`src/rtl/nmg_pkg.sv`:
```
package nmg_pkg;

  localparam int MAX_MARKERS = 1024;
  localparam int IDX_W       = $clog2(MAX_MARKERS);
  localparam int CNT_W       = IDX_W + 1;
  localparam int POS_W       = 32;

  localparam logic [1:0] OP_CLEAR  = 2'd0;
  localparam logic [1:0] OP_INSERT = 2'd1;
  localparam logic [1:0] OP_QUERY  = 2'd2;

  localparam logic [1:0] ST_OK    = 2'd0;
  localparam logic [1:0] ST_FULL  = 2'd1;
  localparam logic [1:0] ST_EMPTY = 2'd2;

  typedef struct packed {
    logic [1:0]       operation;
    logic [POS_W-1:0] position;
  } in_req_t;

  typedef struct packed {
    logic [POS_W-1:0] distance;
    logic [1:0]       status;
  } out_rsp_t;

  typedef struct packed {
    logic             we;
    logic [IDX_W-1:0] waddr;
    logic [POS_W-1:0] wdata;
    logic [IDX_W-1:0] raddr;
  } mem_req_t;

endpackage

```
`src/rtl/nmg_ctrl.sv`:
```
module nmg_ctrl (
  input  logic                      clk,
  input  logic                      rst_n,
  input  logic                      start,
  input  nmg_pkg::in_req_t          req,
  input  logic [nmg_pkg::POS_W-1:0] line_length,
  input  logic [nmg_pkg::POS_W-1:0] mem_rdata,
  output nmg_pkg::mem_req_t         mem_req,
  output logic                      busy,
  output logic                      rsp_valid,
  output nmg_pkg::out_rsp_t         rsp
);

  typedef enum logic [3:0] {
    S_IDLE,
    S_SRCH,
    S_CHK,
    S_SH_RD,
    S_SH_WR,
    S_INS_WR,
    S_Q_HI,
    S_Q_LO,
    S_FIN
  } state_t;

  state_t                      state_r;
  logic [1:0]                  op_r;
  logic [nmg_pkg::POS_W-1:0]   pos_r;
  logic [nmg_pkg::CNT_W-1:0]   count_r;
  logic [nmg_pkg::CNT_W-1:0]   lo_r;
  logic [nmg_pkg::CNT_W-1:0]   hi_r;
  logic [nmg_pkg::IDX_W-1:0]   mid_r;
  logic [nmg_pkg::IDX_W-1:0]   at_r;
  logic [nmg_pkg::IDX_W-1:0]   j_r;
  logic [nmg_pkg::POS_W-1:0]   lo_v_r;
  logic [nmg_pkg::POS_W-1:0]   hi_v_r;
  logic                        have_lo_r;
  logic                        have_hi_r;
  logic                        rsp_valid_r;
  nmg_pkg::out_rsp_t           rsp_r;

  logic [nmg_pkg::CNT_W:0]     mid_sum;
  logic [nmg_pkg::IDX_W-1:0]   mid;
  logic                        pred;
  logic [nmg_pkg::POS_W-1:0]   gap;

  assign mid_sum = {1'b0, lo_r} + {1'b0, hi_r};
  assign mid     = mid_sum[nmg_pkg::IDX_W:1];

  // Insert searches for the first entry above the position, query for the
  // first entry at or above it.
  assign pred = (op_r == nmg_pkg::OP_INSERT) ? (mem_rdata > pos_r) : (mem_rdata >= pos_r);

  always_comb begin
    if (have_lo_r && have_hi_r) begin
      gap = (hi_v_r - lo_v_r) >> 1;
    end else if (have_lo_r) begin
      gap = (line_length >= lo_v_r) ? (line_length - lo_v_r) : '0;
    end else begin
      gap = (hi_v_r != '0) ? (hi_v_r - 1'b1) : '0;
    end
  end

  always_comb begin
    mem_req       = '0;
    mem_req.wdata = pos_r;
    case (state_r)
      S_SRCH: begin
        if (lo_r < hi_r) begin
          mem_req.raddr = mid;
        end else if (lo_r < count_r) begin
          mem_req.raddr = lo_r[nmg_pkg::IDX_W-1:0];
        end else begin
          mem_req.raddr = lo_r[nmg_pkg::IDX_W-1:0] - 1'b1;
        end
      end
      S_SH_RD: begin
        mem_req.raddr = j_r;
      end
      S_SH_WR: begin
        mem_req.we    = 1'b1;
        mem_req.waddr = j_r + 1'b1;
        mem_req.wdata = mem_rdata;
      end
      S_INS_WR: begin
        mem_req.we    = 1'b1;
        mem_req.waddr = at_r;
      end
      S_Q_HI: begin
        mem_req.raddr = at_r - 1'b1;
      end
      default: begin
        mem_req.raddr = '0;
      end
    endcase
  end

  always_ff @(posedge clk) begin
    if (!rst_n) begin
      state_r     <= S_IDLE;
      count_r     <= '0;
      rsp_valid_r <= 1'b0;
    end else begin
      rsp_valid_r <= 1'b0;
      case (state_r)
        S_IDLE: begin
          if (start) begin
            op_r      <= req.operation;
            pos_r     <= req.position;
            lo_r      <= '0;
            hi_r      <= count_r;
            have_lo_r <= 1'b0;
            have_hi_r <= 1'b0;
            case (req.operation)
              nmg_pkg::OP_CLEAR: begin
                count_r     <= '0;
                rsp_valid_r <= 1'b1;
                rsp_r       <= '{distance: '0, status: nmg_pkg::ST_OK};
              end
              nmg_pkg::OP_INSERT: begin
                if (count_r == nmg_pkg::CNT_W'(nmg_pkg::MAX_MARKERS)) begin
                  rsp_valid_r <= 1'b1;
                  rsp_r       <= '{distance: '0, status: nmg_pkg::ST_FULL};
                end else begin
                  state_r <= S_SRCH;
                end
              end
              nmg_pkg::OP_QUERY: begin
                if (count_r == '0) begin
                  rsp_valid_r <= 1'b1;
                  rsp_r       <= '{distance: '0, status: nmg_pkg::ST_EMPTY};
                end else begin
                  state_r <= S_SRCH;
                end
              end
              default: begin
                rsp_valid_r <= 1'b1;
                rsp_r       <= '{distance: '0, status: nmg_pkg::ST_OK};
              end
            endcase
          end
        end
        S_SRCH: begin
          at_r <= lo_r[nmg_pkg::IDX_W-1:0];
          if (lo_r < hi_r) begin
            mid_r   <= mid;
            state_r <= S_CHK;
          end else if (op_r == nmg_pkg::OP_INSERT) begin
            if (lo_r == count_r) begin
              state_r <= S_INS_WR;
            end else begin
              j_r     <= nmg_pkg::IDX_W'(count_r - 1'b1);
              state_r <= S_SH_RD;
            end
          end else if (lo_r < count_r) begin
            state_r <= S_Q_HI;
          end else begin
            state_r <= S_Q_LO;
          end
        end
        S_CHK: begin
          if (pred) begin
            hi_r <= nmg_pkg::CNT_W'(mid_r);
          end else begin
            lo_r <= nmg_pkg::CNT_W'(mid_r) + 1'b1;
          end
          state_r <= S_SRCH;
        end
        S_SH_RD: begin
          state_r <= S_SH_WR;
        end
        S_SH_WR: begin
          if (j_r == at_r) begin
            state_r <= S_INS_WR;
          end else begin
            j_r     <= j_r - 1'b1;
            state_r <= S_SH_RD;
          end
        end
        S_INS_WR: begin
          count_r     <= count_r + 1'b1;
          rsp_valid_r <= 1'b1;
          rsp_r       <= '{distance: '0, status: nmg_pkg::ST_OK};
          state_r     <= S_IDLE;
        end
        S_Q_HI: begin
          hi_v_r    <= mem_rdata;
          have_hi_r <= 1'b1;
          // An exact hit is its own lower neighbor; otherwise the entry just
          // below the hit is the largest one under the position.
          if (mem_rdata == pos_r) begin
            lo_v_r    <= mem_rdata;
            have_lo_r <= 1'b1;
            state_r   <= S_FIN;
          end else if (at_r != '0) begin
            state_r <= S_Q_LO;
          end else begin
            state_r <= S_FIN;
          end
        end
        S_Q_LO: begin
          lo_v_r    <= mem_rdata;
          have_lo_r <= 1'b1;
          state_r   <= S_FIN;
        end
        S_FIN: begin
          rsp_valid_r <= 1'b1;
          rsp_r       <= '{distance: gap, status: nmg_pkg::ST_OK};
          state_r     <= S_IDLE;
        end
        default: begin
          state_r <= S_IDLE;
        end
      endcase
    end
  end

  assign busy      = (state_r != S_IDLE);
  assign rsp_valid = rsp_valid_r;
  assign rsp       = rsp_r;

endmodule

```
`config.mk`:
```
export PLATFORM = sky130hd
export DESIGN_NAME = nmg_ctrl
export DESIGN_NICKNAME = d
export VERILOG_FILES = /design/src/rtl/nmg_pkg.sv /design/src/rtl/nmg_ctrl.sv
export SDC_FILE = /design/constraint.sdc
export NUM_CORES = 1
export LEC_CHECK = 0
export ABC_AREA = 1
export BUFFER_PORTS_ARGS = -buffer_cell sky130_fd_sc_hd__clkbuf_2
export CELL_PAD_IN_SITES_DETAIL_PLACEMENT = 0
export CELL_PAD_IN_SITES_GLOBAL_PLACEMENT = 1
export CORE_MARGIN = 1
export CORE_UTILIZATION = 47
export DETAILED_ROUTE_END_ITERATION = 8
export PLACE_DENSITY = 0.86
export SKIP_LAST_GASP = 1
export SLEW_MARGIN = 20
export SYNTH_ARGS = -nofsm -noshare
export SYNTH_HDL_FRONTEND = slang
export SYNTH_SLANG_ARGS = --single-unit
```
`constraint.sdc`:
```
create_clock -name clk -period 14.3 [get_ports clk]
set_clock_uncertainty 0.2 [all_clocks]
set_input_delay 2.86 -clock clk [delete_from_list [all_inputs] [get_ports clk]]
set_output_delay 2.86 -clock clk [all_outputs]
set_load 0.1 [all_outputs]
```
==> flow_summary.json, run 1 <==
{
  "met2_layer_wire_length_in_the_routed_design_um": 26400,
  "timing.hold.worst.class": "flip-flop to flip-flop",
  "worstMarginPinSlew_ns": 1.042,
  "synth_simple_gate_area_frac": 0.2889,
  "detail_route.wirelength.met1_um": 22430,
  "synth.area.mux_share": 0,
  "portBuffers": 189,
  "dp.final_hpwl_um": 44270,
  "cp-start-kind": "input pin",
  "yosysWarnings": 0,
  "path_delay_family": "buffers and inverters",
  "critical_path_data_required_time_ns": 11.24,
  "postRouteAntennaNets": 0,
  "std_cell_rows": 67,
  "clk_pin_slew_ns": 0.06,
  "filler_cell_count": 3412,
  "die_h_um": 188.3,
  "max_freq_mhz": 144.2,
  "cts_tree": "yes",
  "wire_length_reported_by_the_detailed_router_um": 54150,
  "gp_congestion": 0.9530,
  "netlist_instances": 2241,
  "final.min_clock_period_ns": 6.935,
  "numClockSinks": 202,
  "design.core.area_um2": 33870,
  "timing.critical_path.slowest_stage_cell": "sky130_fd_sc_hd__clkbuf_2",
  "power_density_nw_per_um2": 112.2,
  "final_layout_size_suffix_gt1_frac": 0.1174,
  "postSynth.asyncResetShare": 0,
  "compound_cell_area_share_of_the_yosys_netlist": 0.1151,
  "clockBufferDepth": 3,
  "wl_per_cell_um": 18.67,
  "route.detailed.drc": 0,
  "mappedNetlistArea_um2": 16310,
  "slew_headroom": 0.3051,
  "layout.core_utilization": 0.5490,
  "cap_viol_max_count": 0,
  "postSynthAreaPerCell_um2": 7.279,
  "synth_edf_count": 186,
  "syn_nets": 2481,
  "vias": 15740,
  "clockRootBuffer": "sky130_fd_sc_hd__clkbuf_16",
  "ctsHtreeMaxLevel": 1,
  "routed-wl-met3_um": 3495,
  "synth_seq_cells": 202,
  "vias_per_cell": 5.425,
  "slew_viol_final": 0,
  "fin_tns_setup_ns": 0,
  "mostFrequentLayoutCells": "sky130_fd_sc_hd__nand2_1 (601), sky130_fd_sc_hd__inv_1 (320), sky130_fd_sc_hd__nor2_1 (274), sky130_fd_sc_hd__clkbuf_2 (189), sky130_fd_sc_hd__edfxtp_1 (186)",
  "rsz0062_at_grt": "false",
  "critical_path_peak_fanout": 4,
  "total_number_of_nets_in_the_final_design": 2679,
  "final_hold_violation_count": 0,
  "antenna_violations_before_repair": 0,
  "grt_pass1_wl_um": 83880,
  "worst-path-buf-inv": 2,
  "highest_layer": "met4",
  "dominant_combinational_cell_family_by_area_after_synthesis": "simple AND/OR/NAND/NOR gates",
  "grt_pass1_vias": 15450,
  "critical_path_class": "input pin to output port",
  "grt_max_degree": 69,
  "worstPathArrival_ns": 3.87,
  "status": "finished, final reports clean",
  "chipWidth_um": 188.3,
  "worstSetupEndpointType": "output port",
  "cts_post_setup_buffers_inserted": 0,
  "path_cells": "clkbuf_2, nand2_1, o21ai_0, clkbuf_2",
  "layout_worst_path_cycle_share": 0.4849,
  "cts_buffers": 24,
  "io-pin-count": 190,
  "detailedRoute.firstIterationViolations": 1234,
  "area.growth.synth_to_final_pct": 13.99,
  "synth-adder-area-share": 0.1080,
  "cts_hold_buffers": 0,
  "synth-seq-area-share": 0.3620,
  "antenna-diode-count": 0,
  "synthFlopType": "sky130_fd_sc_hd__edfxtp_1",
  "globalRoute.totalOverflow": 0,
  "drt_pre_antenna_iters": 5,
  "dieArea_um2": 35460,
  "clkLatencyLatePin_ns": 0.53,
  "start_util": 0.4816,
  "worst_ir_drop_vdd_mv": 0.1310,
  "synth_area_in_xor_xnor": 0.04134,
  "ctsResizeCount": 0,
  "synth.distinct_cells": 50,
  "crit_top_cell": "sky130_fd_sc_hd__clkbuf_2",
  "grt_use_total": 0.3045,
  "layout.cells.most_common": "sky130_fd_sc_hd__nand2_1",
  "setup_viol": 0,
  "power.leakage_nw": 8.702,
  "slowest_delay_ns": 0.55
}
## where the power goes
part           internal, mW  total, mW  switching, mW
clock                 0.374      0.618          0.244
sequential            0.711      0.750         0.0388
combinational         0.154      0.718          0.564
total                  1.24       2.09          0.847
## Yosys cell counts, types with 7 or more instances
cell type | n | area [um2]
sky130_fd_sc_hd__nand2_1 | 601 | 2256
sky130_fd_sc_hd__inv_1 | 321 | 1205
sky130_fd_sc_hd__nor2_1 | 276 | 1036
sky130_fd_sc_hd__edfxtp_1 | 186 | 5585
sky130_fd_sc_hd__a21oi_1 | 143 | 715.7
sky130_fd_sc_hd__ha_1 | 136 | 1702
sky130_fd_sc_hd__nand3_1 | 122 | 610.6
sky130_fd_sc_hd__o21ai_0 | 122 | 610.6
sky130_fd_sc_hd__xor2_1 | 57 | 499.2
sky130_fd_sc_hd__nor3_1 | 35 | 175.2
sky130_fd_sc_hd__nand4_1 | 30 | 187.7
sky130_fd_sc_hd__xnor2_1 | 20 | 175.2
sky130_fd_sc_hd__dfxtp_1 | 16 | 320.3
sky130_fd_sc_hd__clkbuf_1 | 13 | 48.80
sky130_fd_sc_hd__a31oi_1 | 12 | 75.07
sky130_fd_sc_hd__o21bai_1 | 12 | 90.09
sky130_fd_sc_hd__nor4_1 | 10 | 62.56
sky130_fd_sc_hd__nand2_2 | 9 | 56.30
sky130_fd_sc_hd__nor2_2 | 9 | 56.30
sky130_fd_sc_hd__o21a_1 | 9 | 67.56
sky130_fd_sc_hd__buf_2 | 8 | 40.04
sky130_fd_sc_hd__nand3b_1 | 8 | 60.06
sky130_fd_sc_hd__or2_2 | 8 | 50.05
sky130_fd_sc_hd__o211ai_1 | 7 | 52.55
sky130_fd_sc_hd__o22ai_1 | 7 | 43.79
## per-stage QoR
| step | hold slack, ns | area, um2 | instances | power (mW) | setup slack (ns) |
|---|---|---|---|---|---|
| 6_report | 0.2973 | 18590 | 2901 | 2.086 | 7.365 |
| 4_1_cts | 0.2990 | 18570 | 2900 | 2.091 | 7.382 |
| 2_1_floorplan | 0.2558 | 16310 | 2241 | 1.299 | 6.231 |
| 5_1_grt | 0.3194 | 18590 | 2901 | 2.176 | 7.311 |
| 3_5_place_dp | 0.2905 | 17790 | 2860 | 1.470 | 7.386 |
| 3_3_place_gp | 0.2711 | 17790 | 2860 | 1.462 | 7.385 |
## worst register-to-register path, delay by kind of cell (launching register included)
kind,cells,cell delay [ns]
xor gates and xnor gates,1,0.14
DFF,1,0.46
and+or+nand+nor,8,1.18
buffers and inverters,2,1.00
adders and majority gates,1,0.24
AOI/OAI and AO/OA,1,0.20
## kinds of logic after synthesis
logic type	count (synthesis)
buffers and inverters	358
AOI/OAI and AO/OA	340
xor gates and xnor gates	77
and+or+nand+nor	1125
adders and majority gates	139
DFF	202
## per-layer routing
layer  up-vias  global-route usage
met1      7251              0.3829
li1       7802                   -
met3       116             0.03408
met5         -                   0
met2       568              0.5407
met4         0              0.1024
## registers in the layout, summed over array words and instances, names as in the netlist
signal     cells
rsp_valid      1
hi_v_r        32
rsp           34
lo_r          11
hi_r          11
op_r           2
at_r          10
mid_r         10
have_hi_r      1
count_r       11
pos_r         32
j_r           10
have_lo_r      1
state_r        4
lo_v_r        32
## final cells by class
cell class / instances / area [um2] / area share
Clock inverter: 10 / 126.4 / 0.006796
Multi-Input combinational cell: 1681 / 9067 / 0.4877
Inverter: 330 / 1239 / 0.06662
Clock buffer: 30 / 654.4 / 0.03519
Tap cell: 448 / 560.5 / 0.03015
Sequential cell: 202 / 5906 / 0.3176
Timing Repair Buffer: 200 / 1041 / 0.05599
## worst paths after layout
kind                               startpoint          end  slack [ns]  depth (start not counted)
worst min register to register     count_r[1]   count_r[1]        0.30                          2
worst max-delay path            mem_rdata[15]  mem_req[25]        7.37                          4
worst min-delay path               count_r[1]   count_r[1]        0.30                          2
worst max register to register     state_r[2]       j_r[8]       10.63                         13
Power figures use the tool's default switching activity.
==> inputs of run 2 (changes only) <==
--- a/config.mk
+++ b/config.mk
@@ -10,9 +10,9 @@
 export CELL_PAD_IN_SITES_DETAIL_PLACEMENT = 0
 export CELL_PAD_IN_SITES_GLOBAL_PLACEMENT = 1
 export CORE_MARGIN = 1
-export CORE_UTILIZATION = 47
+export CORE_UTILIZATION = 44
 export DETAILED_ROUTE_END_ITERATION = 8
-export PLACE_DENSITY = 0.86
+export PLACE_DENSITY = 0.81
 export SKIP_LAST_GASP = 1
 export SLEW_MARGIN = 20
 export SYNTH_ARGS = -nofsm -noshare
==> constraint.sdc (replaced) <==
create_clock -name clk -period 6.5 [get_ports clk]
set_clock_uncertainty 0.2 [all_clocks]
set_input_delay 1.3 -clock clk [delete_from_list [all_inputs] [get_ports clk]]
set_output_delay 1.3 -clock clk [all_outputs]
set_load 0.1 [all_outputs]
==> flow_summary.json, run 2 (synthesis results as in run 1) <==
{
  "final_hold_violation_count": 0,
  "dieArea_um2": 37850,
  "dp.final_hpwl_um": 45300,
  "timing.hold.worst.class": "flip-flop to flip-flop",
  "clkLatencyLatePin_ns": 0.54,
  "postRouteAntennaNets": 0,
  "grt_use_total": 0.2882,
  "critical_path_peak_fanout": 12,
  "vias_per_cell": 5.370,
  "fin_worst_hold_slack_ns": 0.2855,
  "rsz0062_at_grt": "false",
  "gp_congestion": 0.9776,
  "drt_pre_antenna_iters": 5,
  "cts_tree": "yes",
  "antenna-diode-count": 0,
  "io-pin-count": 190,
  "largest_register_ffs": 34,
  "cts_post_setup_buffers_inserted": 0,
  "power_density_nw_per_um2": 244.9,
  "layout.core_utilization": 0.5090,
  "portBuffers": 189,
  "start_util": 0.4466,
  "critical_path_class": "flip-flop to output port",
  "fin_tns_setup_ns": 0,
  "worstMarginPinSlew_ns": 1.084,
  "grt_max_degree": 69,
  "reg2reg_slack_ns": 2.61,
  "layout_worst_path_cycle_share": 0.7767,
  "slew_viol_final": 0,
  "numPlacedInstances": 2879,
  "stdcell_count": 2924,
  "antenna_violations_before_repair": 0,
  "critical_path_data_required_time_ns": 5.00,
  "globalRoute.totalOverflow": 0,
  "chipWidth_um": 194.5,
  "grt_pass1_wl_um": 83710,
  "worstSetupEndpointType": "output port",
  "power.leakage_nw": 8.690,
  "wl_per_cell_um": 18.92,
  "setup_viol": 0,
  "area.growth.synth_to_final_pct": 13.96,
  "cts_buffers": 25,
  "worst_ir_drop_vdd_mv": 0.2924,
  "clk_pin_slew_ns": 0.06,
  "vias": 15700,
  "detailed_place.area_um2": 17820,
  "cp-start-kind": "flip-flop",
  "detailedRoute.firstIterationViolations": 1126,
  "route.detailed.drc": 0,
  "mostFrequentLayoutCells": "sky130_fd_sc_hd__nand2_1 (601), sky130_fd_sc_hd__inv_1 (320), sky130_fd_sc_hd__nor2_1 (274), sky130_fd_sc_hd__clkbuf_2 (189), sky130_fd_sc_hd__edfxtp_1 (186)",
  "layout.cells.most_common": "sky130_fd_sc_hd__nand2_1",
  "grt_pass1_vias": 15290,
  "ctsHtreeMaxLevel": 1,
  "std_cell_rows": 70,
  "numClockSinks": 202,
  "final_layout_size_suffix_gt1_frac": 0.1185,
  "clockBufferDepth": 3,
  "die_h_um": 194.5,
  "cts_hold_buffers": 0,
  "design.core.area_um2": 36520,
  "ctsResizeCount": 0,
  "slew_headroom": 0.2772,
  "worstPathArrival_ns": 3.55,
  "layout.cell_area.non_filler_um2": 18590,
  "wire_length_reported_by_the_detailed_router_um": 55330,
  "max_freq_mhz": 198.1,
  "cap_viol_max_count": 0,
  "status": "finished, final reports clean",
  "final.min_clock_period_ns": 5.048,
  "total_number_of_nets_in_the_final_design": 2678,
  "clockRootBuffer": "sky130_fd_sc_hd__clkbuf_16"
}
run 2: layout make-up:
class	instances	area [um2]
Fill cell	3681	17930
Multi-Input combinational cell	1681	9060
Sequential cell	202	5906
Inverter	330	1239
Timing Repair Buffer	198	1033
Clock buffer	27	633.1
Tap cell	468	585.6
Clock inverter	18	132.6
run 2: final timing paths:
path | from | end | depth (start not counted)
setup / recovery | lo_r[4] | mem_req[8] | 12
hold / removal | count_r[1] | count_r[1] | 2
setup reg to reg | lo_r[4] | j_r[0] | 11
hold reg to reg | count_r[1] | count_r[1] | 2
run 2: metal layers:
| layer | wire [um] | global-route usage |
|---|---|---|
| met3 | 2746 | 0.03158 |
| met1 | 23250 | 0.3510 |
| met4 | 2096 | 0.1070 |
| met2 | 27230 | 0.5209 |
| met5 | 0 | 0 |
run 2: report_power, final:
part           total [mW]  switching (mW)  internal [mW]  leakage [nW]
registers            1.66          0.0909           1.56          1.85
logic                1.57            1.24          0.337          6.47
clock network        1.32           0.577          0.746         0.370
run 2: critical path, stage by stage (launching register included):
cell	delay (ns)
sky130_fd_sc_hd__edfxtp_1	0.58
sky130_fd_sc_hd__ha_1	0.46
sky130_fd_sc_hd__inv_1	0.09
sky130_fd_sc_hd__nor3_1	0.19
sky130_fd_sc_hd__nand2_1	0.08
sky130_fd_sc_hd__a21oi_1	0.13
sky130_fd_sc_hd__nor2_1	0.10
sky130_fd_sc_hd__inv_1	0.27
sky130_fd_sc_hd__nand2_1	0.20
sky130_fd_sc_hd__inv_1	0.19
sky130_fd_sc_hd__o211ai_1	0.11
sky130_fd_sc_hd__nand3b_1	0.12
sky130_fd_sc_hd__clkbuf_2	0.46
run 2: through the flow:
stage | setup WS, ns | power (mW)
final | 1.452 | 4.552
after global routing | 1.273 | 4.742
after global placement | 2.141 | 3.222
after detailed placement | 1.992 | 3.243
after CTS | 1.472 | 4.569
after floorplan | 1.220 | 2.859
==> inputs of run 3 (changes only) <==
--- a/config.mk
+++ b/config.mk
@@ -5,14 +5,14 @@
 export SDC_FILE = /design/constraint.sdc
 export NUM_CORES = 1
 export LEC_CHECK = 0
-export ABC_AREA = 1
+export ABC_AREA = 0
 export BUFFER_PORTS_ARGS = -buffer_cell sky130_fd_sc_hd__clkbuf_2
 export CELL_PAD_IN_SITES_DETAIL_PLACEMENT = 0
 export CELL_PAD_IN_SITES_GLOBAL_PLACEMENT = 1
 export CORE_MARGIN = 1
-export CORE_UTILIZATION = 44
+export CORE_UTILIZATION = 41
 export DETAILED_ROUTE_END_ITERATION = 8
-export PLACE_DENSITY = 0.81
+export PLACE_DENSITY = 0.76
 export SKIP_LAST_GASP = 1
 export SLEW_MARGIN = 20
 export SYNTH_ARGS = -nofsm -noshare
==> constraint.sdc (replaced) <==
create_clock -name clk -period 4.12 [get_ports clk]
set_clock_uncertainty 0.2 [all_clocks]
set_input_delay 0.824 -clock clk [delete_from_list [all_inputs] [get_ports clk]]
set_output_delay 0.824 -clock clk [all_outputs]
set_load 0.1 [all_outputs]
==> flow_summary.json, run 3 <==
{
  "status": "finished, violations left",
  "violated_checks": "setup timing",
  "final.min_clock_period_ns": 4.174,
  "cts_buffers": 24,
  "std_cell_rows": 69,
  "switching_power_summed_over_all_nets_mw": 1.724,
  "gp_congestion": 0.9408,
  "area.growth.synth_to_final_pct": 21.83,
  "timing.hold.worst.class": "input pin to flip-flop",
  "ys_top_cells_by_count": "sky130_fd_sc_hd__edfxtp_1 (186), sky130_fd_sc_hd__nor2_1 (145), sky130_fd_sc_hd__ha_1 (136)",
  "clkLatencyLatePin_ns": 0.53,
  "reg2reg_slack_ns": 0.40,
  "setup_viol": 3,
  "synthFlopType": "sky130_fd_sc_hd__edfxtp_1",
  "ctsHtreeMaxLevel": 1,
  "clockBufferDepth": 3,
  "grt_use_met1": 0.3191,
  "antenna_violations_before_repair": 1,
  "clk_pin_slew_ns": 0.06,
  "critical_path_data_required_time_ns": 3.10,
  "pwr-share-comb": 0.212,
  "mostFrequentLayoutCells": "sky130_fd_sc_hd__edfxtp_1 (186), sky130_fd_sc_hd__clkbuf_2 (178), sky130_fd_sc_hd__nor2_1 (137), sky130_fd_sc_hd__ha_1 (131), sky130_fd_sc_hd__nand2_1 (123)",
  "synth_edf_count": 186,
  "grt_max_degree": 35,
  "dp.final_hpwl_um": 35680,
  "internal_power_mw": 3.847,
  "p_clk_frac": 0.366,
  "vias_per_cell": 5.524,
  "pwr-share-seq": 0.423,
  "numClockSinks": 202,
  "max_freq_mhz": 239.6,
  "postSynthAreaPerCell_um2": 9.367,
  "final_layout_size_suffix_gt1_frac": 0.2121,
  "route.detailed.drc": 0,
  "synth.most_common_cell": "sky130_fd_sc_hd__edfxtp_1",
  "netlist_instances": 1582,
  "start_util": 0.4166,
  "wl_per_cell_um": 19.45,
  "slew_headroom": 0.3649,
  "design.core.area_um2": 35570,
  "drt_pre_antenna_iters": 5,
  "power_density_nw_per_um2": 308.5,
  "cp-start-kind": "flip-flop",
  "critical_path.reg2reg.startpoint": "hi_v_r[0]",
  "clockRootBuffer": "sky130_fd_sc_hd__clkbuf_16",
  "critical_path_peak_fanout": 4,
  "layout.cells.most_common": "sky130_fd_sc_hd__edfxtp_1",
  "grt_use_total": 0.2401,
  "overall_power_mw": 5.571,
  "layout_worst_path_cycle_share": 1.013,
  "synth.distinct_cells": 81,
  "synth-seq-area-share": 0.3985,
  "dieArea_um2": 36910,
  "largest_register_ffs": 34,
  "final_hold_violation_count": 0,
  "syn_nets": 1822,
  "worst_setup_path_startpoint": "lo_r[4]",
  "ys_top_cells_by_area": "sky130_fd_sc_hd__edfxtp_1 (38%), sky130_fd_sc_hd__ha_1 (11%), sky130_fd_sc_hd__xnor2_1 (5.0%)",
  "fin_ws_ns": -0.05420,
  "fin_tns_setup_ns": -0.1030,
  "critical_path_class": "flip-flop to output port",
  "chipWidth_um": 192.1,
  "timing.critical_path.to": "mem_req[9]",
  "post-synth-top-area-cell": "sky130_fd_sc_hd__edfxtp_1",
  "total_number_of_nets_in_the_final_design": 2070,
  "layout.core_utilization": 0.5076,
  "postRouteAntennaNets": 0,
  "detailedRoute.firstIterationViolations": 872,
  "gr-usage-met2": 0.4079,
  "worst_ir_drop_vdd_mv": 0.2743,
  "regToRegEndpoint": "rsp[29]",
  "grt_pass1_wl_um": 68360,
  "die_h_um": 192.1,
  "portBuffers": 189,
  "worstSetupEndpointType": "output port",
  "cts_tree": "yes",
  "vias": 12770,
  "wire_length_reported_by_the_detailed_router_um": 44940,
  "grt.busiest_layer": "met2",
  "cap_viol_max_count": 0,
  "slew_viol_final": 0,
  "use_met3": 0.02722,
  "postSynth.asyncResetShare": 0,
  "synth_seq_cells": 202,
  "rsz0062_at_grt": "true",
  "r2r_cells": 12,
  "globalRoute.totalOverflow": 0,
  "mappedNetlistArea_um2": 14820,
  "yosysWarnings": 0,
  "worstMarginPinSlew_ns": 0.9503,
  "grt_pass1_vias": 12340,
  "io-pin-count": 190,
  "worstPathArrival_ns": 3.15,
  "synthDominantCellAreaShare": 0.3769,
  "power_switching_share": 0.3095,
  "cts_hold_buffers": 0,
  "power.leakage_nw": 7.427
}
-- run 3: critical path, cell delays in order (launching register included) --
cell	delay (ns)
sky130_fd_sc_hd__edfxtp_1	0.44
sky130_fd_sc_hd__buf_4	0.17
sky130_fd_sc_hd__buf_4	0.14
sky130_fd_sc_hd__ha_4	0.26
sky130_fd_sc_hd__inv_1	0.10
sky130_fd_sc_hd__o21ai_2	0.07
sky130_fd_sc_hd__a21oi_1	0.17
sky130_fd_sc_hd__nor2_2	0.08
sky130_fd_sc_hd__o31ai_4	0.30
sky130_fd_sc_hd__a21oi_1	0.13
sky130_fd_sc_hd__o21bai_1	0.23
sky130_fd_sc_hd__xnor2_2	0.17
sky130_fd_sc_hd__a21bo_2	0.20
sky130_fd_sc_hd__buf_12	0.17
-- run 3: layer usage --
layer,routed length (um),vias up
met5,0,-
met4,1291,0
met3,2247,60
met2,21280,377
met1,20120,6047
li1,-,6281
-- run 3: cells by family after synthesis --
logic type / Yosys count / synth area share
flops: 202 / 0.3985
mux: 18 / 0.01216
compound gates: 416 / 0.1810
simple gates: 486 / 0.1582
buf+inv: 176 / 0.04551
fa+ha+maj: 139 / 0.1189
xor+xnor: 145 / 0.08570
-- run 3: worst min-delay path by stage --
stage,startpoint,end,slack [ns],depth (start not counted)
after floorplan,lo_r[0],at_r[0],0.26,0
after global placement,count_r[8],count_r[8],0.33,2
after detailed placement,lo_r[0],at_r[0],0.33,0
after CTS,req[24],pos_r[24],0.25,1
after global routing,req[20],pos_r[20],0.25,1
final,req[14],pos_r[14],0.27,1
-- run 3: layout make-up --
| type | instances | area [um2] |
|---|---|---|
| fillers | 3363 | 17510 |
| multi-input cells | 1205 | 8571 |
| flip-flops and latches | 202 | 5918 |
| repair buffers | 272 | 1760 |
| clock buffers | 30 | 644.4 |
| well taps | 461 | 576.8 |
| inverters | 125 | 469.2 |
| clock inverters | 14 | 110.1 |
| diodes | 2 | 5.005 |
-- run 3: timing repair --
action,4_1_cts,5_1_grt
endpoints found under the setup margin,10,36
gates resized for setup,27,34
setup buffers,15,13
pin swaps,16,32
gates cloned,0,1
-- run 3: power groups by stage --
stage / sequential (mW) / clock, mW / combinational [mW]
floorplan: 2.53 / 0 / 0.631
global placement: 2.40 / 0 / 1.09
detailed placement: 2.40 / 0 / 1.10
CTS: 2.35 / 2.07 / 1.13
global route: 2.36 / 2.16 / 1.25
finish: 2.35 / 2.04 / 1.18
-- run 3: metrics by stage --
step | cell area [um2] | setup slack (ns) | cells | hold WS (ns)
CTS | 17760 | -0.06295 | 2296 | 0.2517
global placement | 16800 | 0.06791 | 2237 | 0.3318
floorplan | 14860 | -0.4240 | 1582 | 0.2560
global route | 18050 | -0.2150 | 2310 | 0.2538
finish | 18050 | -0.05420 | 2311 | 0.2735
detailed placement | 16800 | 0.02255 | 2237 | 0.3278
